[config.mk]
export PLATFORM = sky130hd
export DESIGN_NAME = serial_frame_deframer_flat
export DESIGN_NICKNAME = d
export VERILOG_FILES = /design/src/rtl/core/sfd_pkg.sv /design/src/rtl/core/sfd_rx_if.sv /design/src/rtl/core/sfd_res_if.sv /design/src/rtl/core/sfd_cfg_if.sv /design/src/rtl/core/sfd_parser.sv /design/src/rtl/core/serial_frame_deframer.sv /design/src/flat_wrapper.sv
export SDC_FILE = /design/constraint.sdc
export NUM_CORES = 1
export LEC_CHECK = 0
export ABC_CLOCK_PERIOD_IN_PS = 10100
export BUFFER_PORTS_ARGS = -buffer_cell sky130_fd_sc_hd__buf_2
export CAP_MARGIN = 10
export CORE_MARGIN = 3
export CORE_UTILIZATION = 60
export DETAILED_ROUTE_END_ITERATION = 8
export HOLD_SLACK_MARGIN = 0.06
export PLACE_DENSITY = 0.86
export SLEW_MARGIN = 5
export SYNTH_ARGS = -nofsm -noshare
export SYNTH_HDL_FRONTEND = slang
export SYNTH_HIERARCHICAL = 1
export SYNTH_SLANG_ARGS = --single-unit
[constraint.sdc]
create_clock -name clk -period 10.1 [get_ports clk]
set_clock_uncertainty 0.2 [all_clocks]
set_input_delay 1.515 -clock clk [delete_from_list [all_inputs] [get_ports clk]]
set_output_delay 1.515 -clock clk [all_outputs]
set_load 0.1 [all_outputs]
[src/rtl/core/sfd_pkg.sv]
// Shared types and constants for the serial frame deframer.
// No dependencies; every other file of the block imports it.
package sfd_pkg;

    localparam int BYTE_W      = 8;
    localparam int LEN_W       = 16;
    localparam int KIND_W      = 2;
    localparam int CFG_INDEX_W = 8;

    // Configuration register indexes
    localparam logic [CFG_INDEX_W-1:0] CFG_HEADER_FIRST  = 8'd0;
    localparam logic [CFG_INDEX_W-1:0] CFG_HEADER_SECOND = 8'd1;

    // Configuration reset values
    localparam logic [BYTE_W-1:0] HEADER_FIRST_RST  = 8'h55;
    localparam logic [BYTE_W-1:0] HEADER_SECOND_RST = 8'hAA;

    // Frame parser phases
    typedef enum logic [2:0] {
        PH_HUNT    = 3'd0,
        PH_HDR2    = 3'd1,
        PH_LEN_LO  = 3'd2,
        PH_LEN_HI  = 3'd3,
        PH_CMD     = 3'd4,
        PH_PAYLOAD = 3'd5,
        PH_CSUM    = 3'd6
    } phase_t;

    // Result kinds
    typedef enum logic [KIND_W-1:0] {
        KIND_DATA  = 2'd0,
        KIND_END   = 2'd1,
        KIND_ERROR = 2'd2
    } kind_t;

    // Header bytes handed to the parser
    typedef struct packed {
        logic [BYTE_W-1:0] header_first;
        logic [BYTE_W-1:0] header_second;
    } hdr_cfg_t;

    // One parser result
    typedef struct packed {
        logic              valid;
        kind_t             kind;
        logic [BYTE_W-1:0] data_byte;
        logic [BYTE_W-1:0] command;
        logic [LEN_W-1:0]  payload_length;
        logic              checksum_ok;
        logic              last;
    } result_t;

endpackage

[src/rtl/core/sfd_rx_if.sv]
// Received byte channel of the serial frame deframer.
// Depends on sfd_pkg for field widths.
interface sfd_rx_if
    import sfd_pkg::*;
();
    logic              valid;
    logic              ready;
    logic [BYTE_W-1:0] rx_byte;

    modport source (output valid, output rx_byte, input ready);
    modport sink   (input valid, input rx_byte, output ready);
endinterface

[src/rtl/core/sfd_res_if.sv]
// Result channel of the serial frame deframer.
// Depends on sfd_pkg for field widths.
interface sfd_res_if
    import sfd_pkg::*;
();
    logic              valid;
    logic              ready;
    logic [KIND_W-1:0] kind;
    logic [BYTE_W-1:0] data_byte;
    logic [BYTE_W-1:0] command;
    logic [LEN_W-1:0]  payload_length;
    logic              checksum_ok;
    logic              last;

    modport source (output valid, output kind, output data_byte, output command,
                    output payload_length, output checksum_ok, output last,
                    input ready);
    modport sink   (input valid, input kind, input data_byte, input command,
                    input payload_length, input checksum_ok, input last,
                    output ready);
endinterface

[src/rtl/core/sfd_cfg_if.sv]
// Configuration write channel of the serial frame deframer.
// Depends on sfd_pkg for field widths.
interface sfd_cfg_if
    import sfd_pkg::*;
();
    logic                   valid;
    logic                   ready;
    logic [CFG_INDEX_W-1:0] index;
    logic [BYTE_W-1:0]      data;

    modport source (output valid, output index, output data, input ready);
    modport sink   (input valid, input index, input data, output ready);
endinterface

[src/rtl/core/sfd_parser.sv]
// Frame parser: phase state, length, byte count, running sum and command,
// with the per-byte result. Depends on sfd_pkg.
module sfd_parser
    import sfd_pkg::*;
(
    input  logic              clk,
    input  logic              rst_n,
    input  logic              step,
    input  logic [BYTE_W-1:0] in_byte,
    input  hdr_cfg_t          hdr,
    output result_t           result
);

    phase_t            phase_reg, phase_next;
    logic [LEN_W-1:0]  frame_length_reg, frame_length_next;
    logic [LEN_W-1:0]  bytes_left_reg, bytes_left_next;
    logic [BYTE_W-1:0] running_sum_reg, running_sum_next;
    logic [BYTE_W-1:0] command_reg, command_next;
    logic [LEN_W-1:0]  payload_count;

    // Derive payload byte count from the length field
    assign payload_count = (frame_length_reg > LEN_W'(1)) ? frame_length_reg - LEN_W'(1)
                                                          : '0;

    // Compute next parser state
    always_comb
    begin
        phase_next        = phase_reg;
        frame_length_next = frame_length_reg;
        bytes_left_next   = bytes_left_reg;
        running_sum_next  = running_sum_reg;
        command_next      = command_reg;
        case (phase_reg)
            PH_HDR2:
            begin
                phase_next = (in_byte == hdr.header_second) ? PH_LEN_LO : PH_HUNT;
            end
            PH_LEN_LO:
            begin
                frame_length_next = {{(LEN_W-BYTE_W){1'b0}}, in_byte};
                running_sum_next  = in_byte;
                phase_next        = PH_LEN_HI;
            end
            PH_LEN_HI:
            begin
                frame_length_next = {in_byte, frame_length_reg[BYTE_W-1:0]};
                running_sum_next  = running_sum_reg + in_byte;
                phase_next        = PH_CMD;
            end
            PH_CMD:
            begin
                command_next     = in_byte;
                running_sum_next = running_sum_reg + in_byte;
                bytes_left_next  = payload_count;
                phase_next       = (payload_count != '0) ? PH_PAYLOAD : PH_CSUM;
            end
            PH_PAYLOAD:
            begin
                running_sum_next = running_sum_reg + in_byte;
                bytes_left_next  = bytes_left_reg - LEN_W'(1);
                if (bytes_left_reg == LEN_W'(1))
                begin
                    phase_next = PH_CSUM;
                end
            end
            PH_CSUM:
            begin
                phase_next = PH_HUNT;
            end
            default:
            begin
                phase_next = (in_byte == hdr.header_first) ? PH_HDR2 : PH_HUNT;
            end
        endcase
    end

    // Build the result for the current byte
    always_comb
    begin
        result = '{valid: 1'b0, kind: KIND_DATA, data_byte: '0, command: '0,
                   payload_length: '0, checksum_ok: 1'b0, last: 1'b0};
        case (phase_reg)
            PH_HDR2:
            begin
                if (in_byte != hdr.header_second)
                begin
                    result.valid = 1'b1;
                    result.kind  = KIND_ERROR;
                    result.last  = 1'b1;
                end
            end
            PH_PAYLOAD:
            begin
                result.valid          = 1'b1;
                result.kind           = KIND_DATA;
                result.data_byte      = in_byte;
                result.command        = command_reg;
                result.payload_length = payload_count;
            end
            PH_CSUM:
            begin
                result.valid          = 1'b1;
                result.kind           = KIND_END;
                result.command        = command_reg;
                result.payload_length = payload_count;
                result.checksum_ok    = (running_sum_reg == in_byte);
                result.last           = 1'b1;
            end
            default:
            begin
                result.valid = 1'b0;
            end
        endcase
    end

    // Advance state on each byte
    always_ff @(posedge clk or negedge rst_n)
    begin
        if (!rst_n)
        begin
            phase_reg        <= PH_HUNT;
            frame_length_reg <= '0;
            bytes_left_reg   <= '0;
            running_sum_reg  <= '0;
            command_reg      <= '0;
        end
        else if (step)
        begin
            phase_reg        <= phase_next;
            frame_length_reg <= frame_length_next;
            bytes_left_reg   <= bytes_left_next;
            running_sum_reg  <= running_sum_next;
            command_reg      <= command_next;
        end
    end

endmodule

[src/rtl/core/serial_frame_deframer.sv]
// Top level of the serial frame deframer: input register, parser, result
// register and header configuration. Depends on sfd_pkg, the channel
// interfaces and sfd_parser.
//
// Accepts one received byte per cycle while the result side does not stall.
// Each byte is held in the input register, then the parser updates its
// state and, for payload bytes, the checksum byte and a bad second header,
// loads the result register that drives the result channel. Header
// hunting, the header bytes, the length and command bytes give no result.
// The input keeps taking bytes while a result waits, until both registers
// are full and the result side stalls. Header bytes are writable at index 0
// and 1; other indexes are ignored.
module serial_frame_deframer
    import sfd_pkg::*;
(
    input  logic      clk,
    input  logic      rst_n,
    sfd_rx_if.sink    rx,
    sfd_res_if.source res,
    sfd_cfg_if.sink   cfg
);

    logic              in_valid_reg;
    logic [BYTE_W-1:0] in_byte_reg;
    logic              out_valid_reg, out_valid_next;
    result_t           out_reg;
    logic [BYTE_W-1:0] header_first_reg;
    logic [BYTE_W-1:0] header_second_reg;
    logic              advance;
    hdr_cfg_t          hdr;
    result_t           result;

    // Move the held byte through the parser when the result slot is free
    assign advance  = in_valid_reg && (!out_valid_reg || res.ready);
    assign rx.ready = !in_valid_reg || advance;
    assign cfg.ready = 1'b1;

    assign hdr.header_first  = header_first_reg;
    assign hdr.header_second = header_second_reg;

    sfd_parser u_parser (
        .clk     (clk),
        .rst_n   (rst_n),
        .step    (advance),
        .in_byte (in_byte_reg),
        .hdr     (hdr),
        .result  (result)
    );

    // Hold the accepted byte
    always_ff @(posedge clk or negedge rst_n)
    begin
        if (!rst_n)
        begin
            in_valid_reg <= 1'b0;
        end
        else if (rx.ready)
        begin
            in_valid_reg <= rx.valid;
        end
    end

    always_ff @(posedge clk)
    begin
        if (rx.valid && rx.ready)
        begin
            in_byte_reg <= rx.rx_byte;
        end
    end

    // Load or drop the result request
    always_comb
    begin
        out_valid_next = out_valid_reg;
        if (advance)
        begin
            out_valid_next = result.valid;
        end
        else if (res.ready)
        begin
            out_valid_next = 1'b0;
        end
    end

    always_ff @(posedge clk or negedge rst_n)
    begin
        if (!rst_n)
        begin
            out_valid_reg <= 1'b0;
        end
        else
        begin
            out_valid_reg <= out_valid_next;
        end
    end

    always_ff @(posedge clk)
    begin
        if (advance && result.valid)
        begin
            out_reg <= result;
        end
    end

    assign res.valid          = out_valid_reg;
    assign res.kind           = out_reg.kind;
    assign res.data_byte      = out_reg.data_byte;
    assign res.command        = out_reg.command;
    assign res.payload_length = out_reg.payload_length;
    assign res.checksum_ok    = out_reg.checksum_ok;
    assign res.last           = out_reg.last;

    // Write header registers
    always_ff @(posedge clk or negedge rst_n)
    begin
        if (!rst_n)
        begin
            header_first_reg  <= HEADER_FIRST_RST;
            header_second_reg <= HEADER_SECOND_RST;
        end
        else if (cfg.valid)
        begin
            if (cfg.index == CFG_HEADER_FIRST)
            begin
                header_first_reg <= cfg.data;
            end
            else if (cfg.index == CFG_HEADER_SECOND)
            begin
                header_second_reg <= cfg.data;
            end
        end
    end

endmodule

[src/flat_wrapper.sv]
// flat-port wrapper written by rule: the top's interface ports become plain ports
module serial_frame_deframer_flat import sfd_pkg::*;
  (clk, rst_n, rx_valid, rx_rx_byte, rx_ready, res_valid, res_kind, res_data_byte, res_command, res_payload_length, res_checksum_ok, res_last, res_ready, cfg_valid, cfg_index, cfg_data, cfg_ready);
  sfd_rx_if rx_i ();
  sfd_res_if res_i ();
  sfd_cfg_if cfg_i ();
  input  logic clk;
  input  logic rst_n;
  input wire logic [$bits(rx_i.valid)-1:0] rx_valid;
  input wire logic [$bits(rx_i.rx_byte)-1:0] rx_rx_byte;
  output wire logic [$bits(rx_i.ready)-1:0] rx_ready;
  output wire logic [$bits(res_i.valid)-1:0] res_valid;
  output wire logic [$bits(res_i.kind)-1:0] res_kind;
  output wire logic [$bits(res_i.data_byte)-1:0] res_data_byte;
  output wire logic [$bits(res_i.command)-1:0] res_command;
  output wire logic [$bits(res_i.payload_length)-1:0] res_payload_length;
  output wire logic [$bits(res_i.checksum_ok)-1:0] res_checksum_ok;
  output wire logic [$bits(res_i.last)-1:0] res_last;
  input wire logic [$bits(res_i.ready)-1:0] res_ready;
  input wire logic [$bits(cfg_i.valid)-1:0] cfg_valid;
  input wire logic [$bits(cfg_i.index)-1:0] cfg_index;
  input wire logic [$bits(cfg_i.data)-1:0] cfg_data;
  output wire logic [$bits(cfg_i.ready)-1:0] cfg_ready;
  assign rx_i.valid = rx_valid;
  assign rx_i.rx_byte = rx_rx_byte;
  assign rx_ready = rx_i.ready;
  assign res_valid = res_i.valid;
  assign res_kind = res_i.kind;
  assign res_data_byte = res_i.data_byte;
  assign res_command = res_i.command;
  assign res_payload_length = res_i.payload_length;
  assign res_checksum_ok = res_i.checksum_ok;
  assign res_last = res_i.last;
  assign res_i.ready = res_ready;
  assign cfg_i.valid = cfg_valid;
  assign cfg_i.index = cfg_index;
  assign cfg_i.data = cfg_data;
  assign cfg_ready = cfg_i.ready;
  serial_frame_deframer u_core (.clk(clk), .rst_n(rst_n), .rx(rx_i), .res(res_i), .cfg(cfg_i));
endmodule
# Word-level counts from Yosys, hierarchy flattened
# Cells that the tools add are included.
# classes
n_addsub,3
magnitude_cmp,1
eq_ne,13
muxes,16
bitwise,2
reduce_logical,23
# ops
cell,n
one-hot mux 16 bit (2 select lines),2
"subtractor 16 x 1 -> 16 bit, second input constant",2
== test 8 bit,3
one-hot mux 3 bit (6 select lines),1
"== test 16 x 1 -> 1 bit, second input constant",1
"> comparator 16 x 1 -> 1 bit, second input constant",1
2-to-1 mux 16 bit,1
one-hot mux 8 bit (2 select lines),1
nonzero test 16 bit,1
AND reduction 2 bit,6
"== test 3 bit, second input constant",3
adder 8 bit,1
"== test 8 x 1 -> 1 bit, second input constant",1
logical NOT 8 bit,1
inequality test 8 bit,1
nonzero test 2 bit,4
"== test 3 x 2 -> 1 bit, second input constant",2
2-to-1 mux 3 bit,2
AND reduction 3 bit,2
2-to-1 mux 1 bit,4
2-to-1 mux 2 bit,2
one-hot mux 1 bit (2 select lines),2
one-hot mux 2 bit (2 select lines),1
"== test 3 x 1 -> 1 bit, second input constant",1
7 further kinds,12
# totals
reg_bits,113
wordCells,75

# Longest topological paths before layout
# Gate-level depths: netlist (run 1).
# depth
depth_word,5
depth_mapped,9
mapped_depth_nobuf,9

# Modules after synthesis
# The synthesis (run 1) kept the hierarchy.
# modules_own_cells
mod,instances,cells_per_inst,area_per_inst_um2,seq_area_each_um2
sfd_parser,1,446,3693.5,1276.2
serial_frame_deframer,1,95,2098.3,1781.7

# Worst setup path before layout (run 1)
# No wires, ideal clock.
# synth_path
path_kind,input port to output port
startpoint,input res_ready
endpoint,output rx_ready
arrival_ns,2.226
setup_slack_ns,6.159
stages,2
cell_sequence,nor2b_1 -> nand2_1
# synth_between
elab_chain_len,3
# synth_lines
item,line,rtl
"start, declared",flat_wrapper.sv:19,input wire logic [$bits(res_i.ready)-1:0] res_ready;
logical OR 1 bit,serial_frame_deframer.sv:34,assign advance = in_valid_reg && (!out_valid_reg || res.ready);
logical AND 1 bit,serial_frame_deframer.sv:34,
logical OR 1 bit,serial_frame_deframer.sv:35,assign rx.ready = !in_valid_reg || advance;
"end, declared",flat_wrapper.sv:11,output wire logic [$bits(rx_i.ready)-1:0] rx_ready;
# Every way passes these cells.

# Worst setup path in the final report (run 1)
# Ends and elaborated chain as after synthesis.

==> results.md, run 1 <==
* Placer Congestion: 0.910
* power density of the placed cells: 372 nW/um^2
* clock tree from TritonCTS: built
* Setup violations, final: 0
* fraction of registers with async set or reset after synthesis: 61.1%
* Iteration-0 DRC Markers: 427
* combinational family with the most area after synthesis: simple AND/OR/NAND/NOR gates
* cell type of the slowest stage on the worst timing path: sky130_fd_sc_hd__buf_2
* H-tree depth reported by CTS: 4
* delay of the slowest critical-path stage: 300 ps
* IR Drop Worst-Case VDD: 0.185 mV
* final-layout setup total negative slack: 0 ps
* die width: 104 um
* HP Class: reg -> reg
* clock tree root driver cell: sky130_fd_sc_hd__clkbuf_8
* post-synthesis simple-gate area fraction: 16.7%
* XOR/XNOR Fraction of Synth Area: 4.84%
* post-synthesis area per instance: 10.7 um^2
* overall power consumption: 2.49 mW
* data required time of the worst path: 8390 ps
* endpoints failing hold: 0
* number of buffers created by CTS: 17
* Starting Density: 62.1%
* crit-path most repeated cell: sky130_fd_sc_hd__buf_2
* number of synthesized flops with an enable pin: 44
* overall die area: 10900 um^2
* startpoint type of the worst setup path: primary input
* maximum buffer depth of the clock tree: 2
* antenna violations before repair: 0
* RSZ-0062 raised after global routing: no
* DIE HEIGHT: 104 um
* multiplexer area fraction after synthesis: 7.24%
* wire length of the first global-routing pass: 22100 um
* Post-Syn Area: 5790 um^2
* combined buffer and inverter count along the critical path: 2
* pin count of the biggest net entering global routing: 70
* arrival time of data at the critical path endpoint: 2270 ps
* vias in the first global route: 4592
* leading area contributor after synthesis: sky130_fd_sc_hd__dfrtp_1
* postcts setup bufs: 0
* cell type group with the largest total delay on the critical path: buffers and inverters
* final hold slack: 285 ps
* critical path fanouts, max: 3
* Detailed Route WL: 13500 um
* GRT Residual Overflow: 0
* ordered list of cells on the worst path: buf_2 > nor2b_1 > nand2_1 > buf_2
* most frequent standard cell in the layout excluding fill and tap cells: sky130_fd_sc_hd__buf_2
* Routed Antenna Nets: 0
* post-synth cell types: 66
* hold_buf cts: 0
* DRC Markers: 0
* Relative slew margins: 22.0%
* max capacitance violation total: 0
* aggregate global-route resource usage: 25.6%
* Final Slew Violations: 0
* core outline area: 9330 um^2
* final antenna diode count: 0
* count of port buffers added during placement: 66
* net count after synthesis: 582
* placed cell count: 706
* LEAKAGE: 2.85 nW
* crit share post-route: 39.4%
* share of cells above drive strength 1: 23.8%
* average routed wire per standard cell: 18.3 um
* Via Count: 4545
* standard-cell rows: 35
* clock-pin slew of the registers on the worst-case setup and hold paths: 50 ps
* worst setup path class: in -> out
* Tmin final: 3980 ps
* kind of end point of the critical path: primary output
* Yosys Warn Count: 6
* predominant post-synthesis flop cell: sky130_fd_sc_hd__dfrtp_1
* Levels on crit path: 4
* half-perimeter wire length after detailed placement: 8910 um
* number of ports placed on the die boundary: 68
* worst reg2reg path depth: 5
* total number of nets in the final design: 637
* leading cell types by total area after synthesis: sky130_fd_sc_hd__dfrtp_1 (26%), sky130_fd_sc_hd__edfxtp_1 (23%), sky130_fd_sc_hd__mux2_2 (4.5%)
* fraction of post-synthesis cell area in the top cell type by area: 26.4%
* outcome: finished clean
* sequential-to-total area share from yosys stat: 52.8%
* number of standard cells after synthesis: 541
* synthesis-stage register bit count: 113
* maximum clock rate: 0.251 GHz
* routed vias/inst: 6.16
* post-CTS resize count: 0
* adder-cell area share of the yosys netlist: 2.72%
* worst slew pin tran: 1160 ps
* post-layout instance count excluding filler cells: 738
* cell count of the worst hold path: 2
* Area growth syn-to-layout: 15.6%
* insertion delay to the later sink of the worst-skew pair: 510 ps
* complex-gate fraction of the synthesized area: 11.6%
* top library cells by usage in the layout, fill and taps aside: sky130_fd_sc_hd__buf_2 (66), sky130_fd_sc_hd__dfrtp_1 (61), sky130_fd_sc_hd__nand2_1 (51)
* clock tree sinks: 113
* first-pass iteration count of the detailed router: 5
## final timing paths
path | from | end | slack, ps
hold reg to reg | u_core/u_parser/running_sum_reg[4] | u_core/u_parser/running_sum_reg[4] | 280
min in group asynchronous | rst_n | u_core/u_parser/bytes_left_reg[2] | 1000
max in group asynchronous | rst_n | u_core/u_parser/frame_length_reg[6] | 8120
setup reg to reg | u_core/u_parser/phase_reg[2] | u_core/res.payload_length[6] | 6400
hold / removal | u_core/u_parser/running_sum_reg[4] | u_core/u_parser/running_sum_reg[4] | 280
setup / recovery | res_ready | rx_ready | 6120
## synth_stat cells (all sizes together) (4+ instances only)
| cell type | n |
|---|---|
| ha | 11 |
| nor3 | 17 |
| nand2b | 5 |
| a21oi | 20 |
| dfrtp | 61 |
| or4 | 5 |
| xnor2 | 25 |
| nand2 | 52 |
| nor2 | 42 |
| and3 | 12 |
| clkbuf | 24 |
| and2 | 16 |
| nor4 | 8 |
| edfxtp | 44 |
| nor2b | 5 |
| dfstp | 8 |
| a31oi | 4 |
| mux2 | 31 |
| mux2i | 4 |
| nand3 | 7 |
| o21ai | 42 |
| buf | 8 |
| nand4 | 9 |
| xor2 | 7 |
| inv | 20 |
## logic make-up after synthesis
logic type               Yosys count
AND/OR/NAND/NOR                  189
flip-flops                       113
multiplexers                      35
buffers and inverters             52
other                              1
AO/OA/AOI/OAI                    107
adder cells (fa/ha/maj)           12
XOR/XNOR                          32
## routing by layer
layer	vias up	wire [um]	track usage, %	share of wire (%)
li1	2058	-	-	-
met1	2169	5380	32.2	40
met2	272	6630	42.5	49
met3	46	1060	6.27	7.9
met4	0	427	11.0	3.2
met5	-	0	0	0
## worst register-to-register path, delay by kind of cell (launching register included)
kind | cells | cell delay, ps
flops | 1 | 500
simple gates | 5 | 2610
## per-stage QoR
stage | util (%) | cell area (um^2) | setup WS, ps
2_1_floorplan | - | 5790 | 6160
3_3_place_gp | 65.9 | 6150 | 6120
3_5_place_dp | 65.9 | 6150 | 6020
4_1_cts | 71.8 | 6700 | 6110
5_1_grt | 71.8 | 6700 | 6070
6_report | 71.8 | 6700 | 6120
## power breakdown
group / internal [mW] / switching [mW]
Sequential: 0.667 / 0.139
Combinational: 0.309 / 0.835
Clock: 0.331 / 0.213
Total: 1.31 / 1.19
## final cells by class
class	count	area [um^2]
inverter	20	75.1
fill	668	2630
multi-input combinational	376	2510
clock inverter	10	72.6
sequential	113	3060
tap	129	161
timing repair buffer	68	345
clock buffer	22	474
Note: power is estimated with default switching activity, not from simulation.
==> run 2: changes to the inputs <==
ABC_CLOCK_PERIOD_IN_PS = 4000   (was 10100)
CORE_UTILIZATION = 59   (was 60)
PLACE_DENSITY = 0.85   (was 0.86)
clock period = 4 ns   (was 10.1 ns; I/O delays follow)
==> results.md, run 2 (same netlist as run 1, synthesis figures left out) <==
* worst setup path class: reg -> reg
* half-perimeter wire length after detailed placement: 9120 um, +2.4%
* final antenna diode count: 0, unchanged
* pin count of the biggest net entering global routing: 37, -47%
* Starting Density: 61.8%, -0.29 points
* clock tree from TritonCTS: built
* power density of the placed cells: 933 nW/um^2, +150%
* routed vias/inst: 5.93, -3.8%
* post-route setup slack: 838 ps, -5280 ps
* wire length of the first global-routing pass: 22300 um, +0.65%
* most frequent standard cell in the layout excluding fill and tap cells: sky130_fd_sc_hd__buf_2
* maximum buffer depth of the clock tree: 2, unchanged
* startpoint type of the worst setup path: register
* register-to-register setup slack: 840 ps, -5560 ps
* Routed Antenna Nets: 0, unchanged
* die width: 105 um, +0.80%
* antenna violations before repair: 0, unchanged
* share of cells above drive strength 1: 23.9%, +0.069 points
* cell count of the worst hold path: 2, unchanged
* post-layout instance count excluding filler cells: 753, +2.0%
* global routing usage on met1: 31.6%, -0.63 points
* DIE HEIGHT: 105 um, +0.80%
* Tmin final: 3160 ps
* worst reg2reg path endpoint: u_core/u_parser/frame_length_reg[3]
* Detailed Route WL: 13600 um, +0.88%
* endpoints failing hold: 0, unchanged
* delay of the slowest critical-path stage: 750 ps, +450 ps
* DRC Markers: 0, unchanged
* Iteration-0 DRC Markers: 320, -25%
* arrival time of data at the critical path endpoint: 3360 ps, +1090 ps
* Relative slew margins: 30.8%, +8.8 points
* maximum clock rate: 0.316 GHz
* H-tree depth reported by CTS: 4, unchanged
* outcome: finished clean
* start of the worst register-to-register path: u_core/u_parser/phase_reg[2]
* Global Route met3 Usage: 6.42%, +0.15 points
* max capacitance violation total: 0, unchanged
* endpoint of the worst hold-timing path: u_core/in_valid_reg
* aggregate global-route resource usage: 25.9%, +0.30 points
* count of port buffers added during placement: 66, unchanged
* clock tree sinks: 113, unchanged
* first-pass iteration count of the detailed router: 5, unchanged
* insertion delay to the later sink of the worst-skew pair: 520 ps, about the same
* RSZ-0062 raised after global routing: no
* critical path fanouts, max: 16, +13
* clock tree root driver cell: sky130_fd_sc_hd__clkbuf_8
* worst slew pin tran: 1030 ps, -130 ps
* Setup violations, final: 0, unchanged
* cell type of the slowest stage on the worst timing path: sky130_fd_sc_hd__nor2_1
* final-layout setup total negative slack: 0 ps, unchanged
* pre-CTS setup slack: 979 ps, -5040 ps
* number of ports placed on the die boundary: 68, unchanged
* Final Slew Violations: 0, unchanged
* crit share post-route: 79.0%
* standard-cell rows: 35, unchanged
* Hold Startpoint: rx_valid
* worst reg2reg path depth: 4, -1
* Via Count: 4463, -1.8%
* number of buffers created by CTS: 17, unchanged
* GRT Residual Overflow: 0, unchanged
* postcts setup bufs: 0, unchanged
* Area growth syn-to-layout: 18.8%
* GR peak layer: met2
* data required time of the worst path: 4200 ps, -4190 ps
* GR Layer Usage met2: 43.5%, +1.0 points
* kind of end point of the critical path: register
* LEAKAGE: 2.94 nW, +3.1%
* core outline area: 9370 um^2, +0.47%
* average routed wire per standard cell: 18.1 um, -1.1%
* Placer Congestion: 0.927, +1.8%
* ordered list of cells on the worst path: nor2b_1 > o21ai_1 > nor2_1 > mux2_2
* total number of nets in the final design: 652, +2.4%
* top library cells by usage in the layout, fill and taps aside: sky130_fd_sc_hd__buf_2 (66), sky130_fd_sc_hd__dfrtp_1 (61), sky130_fd_sc_hd__nand2_1 (51)
* placed cell count: 712, +0.85%
* IR Drop Worst-Case VDD: 0.478 mV, +160%
* overall die area: 11000 um^2, +1.6%
* HP Class: in -> reg
* vias in the first global route: 4558, -0.74%
* clock-pin slew of the registers on the worst-case setup and hold paths: 60 ps, about the same
## run 2: cell types whose count changed in the layout (fill, tap and decap cells not counted), sizes merged
cell,before,now
bufinv,0,3
dlygate4sd3,0,9
buf,68,74
inv,25,22
## run 2: metal layers
metal / part of all wire (%) / wire (um) / vias up
li1: - / - / 2078
met1: 41 / 5530 / 2173
met2: 50 / 6860 / 183
met3: 6.4 / 870 / 29
met4: 2.5 / 344 / 0
met5: 0 / 0 / -
## run 2: timing repair
item                                   CTS  global route
endpoints found under the hold margin   34             0
gates resized for setup                  0             0
hold buffers                             9             0
## run 2: report_power, final
group	internal [mW]	total [mW]	leakage (nW)	switching [mW]
Sequential	1.68	2.04	1.26	0.355
Clock	0.981	1.48	0.292	0.502
Combinational	0.822	2.90	1.38	2.08
Total	3.49	6.42	2.94	2.94
## run 2: worst max path at each step
stage	startpoint	to	slack [ps]	cells after the start
finish	u_core/u_parser/phase_reg[2]	u_core/u_parser/frame_length_reg[3]	840	4
global route	u_core/u_parser/phase_reg[2]	u_core/u_parser/frame_length_reg[5]	640	4
CTS	u_core/u_parser/phase_reg[1]	u_core/u_parser/frame_length_reg[3]	900	4
detailed placement	u_core/u_parser/phase_reg[1]	u_core/u_parser/frame_length_reg[3]	980	4
global placement	u_core/u_parser/phase_reg[1]	u_core/u_parser/frame_length_reg[6]	1110	4
floorplan	u_core/u_parser/phase_reg[2]	u_core/res.checksum_ok	380	7
## run 2: worst max-delay path: cells and delay by family (launching register included)
| kind | cells | cell delay, ps |
|---|---|---|
| muxes | 1 | 420 |
| AOI/OAI and AO/OA | 1 | 540 |
| and+or+nand+nor | 2 | 1400 |
| DFF | 1 | 480 |
## run 2: through the flow
step | total power, mW | hold WS, ps | instance area (um^2) | utilization [%]
4_1_cts | 6.42 | 63.0 | 6880 | 73.4
3_5_place_dp | 4.90 | 288 | 6210 | 66.2
5_1_grt | 6.76 | 73.3 | 6880 | 73.4
2_1_floorplan | 4.32 | 104 | 5790 | -
3_3_place_gp | 4.81 | 273 | 6210 | 66.2
6_report | 6.42 | 77.9 | 6880 | 73.4
## run 2: layout make-up
cell class	instances	area, um^2
sequential	113	3060
fill	665	2490
inverter	20	75.1
clock inverter	10	131
clock buffer	22	454
timing repair buffer	83	493
multi-input combinational	376	2510
tap	129	161
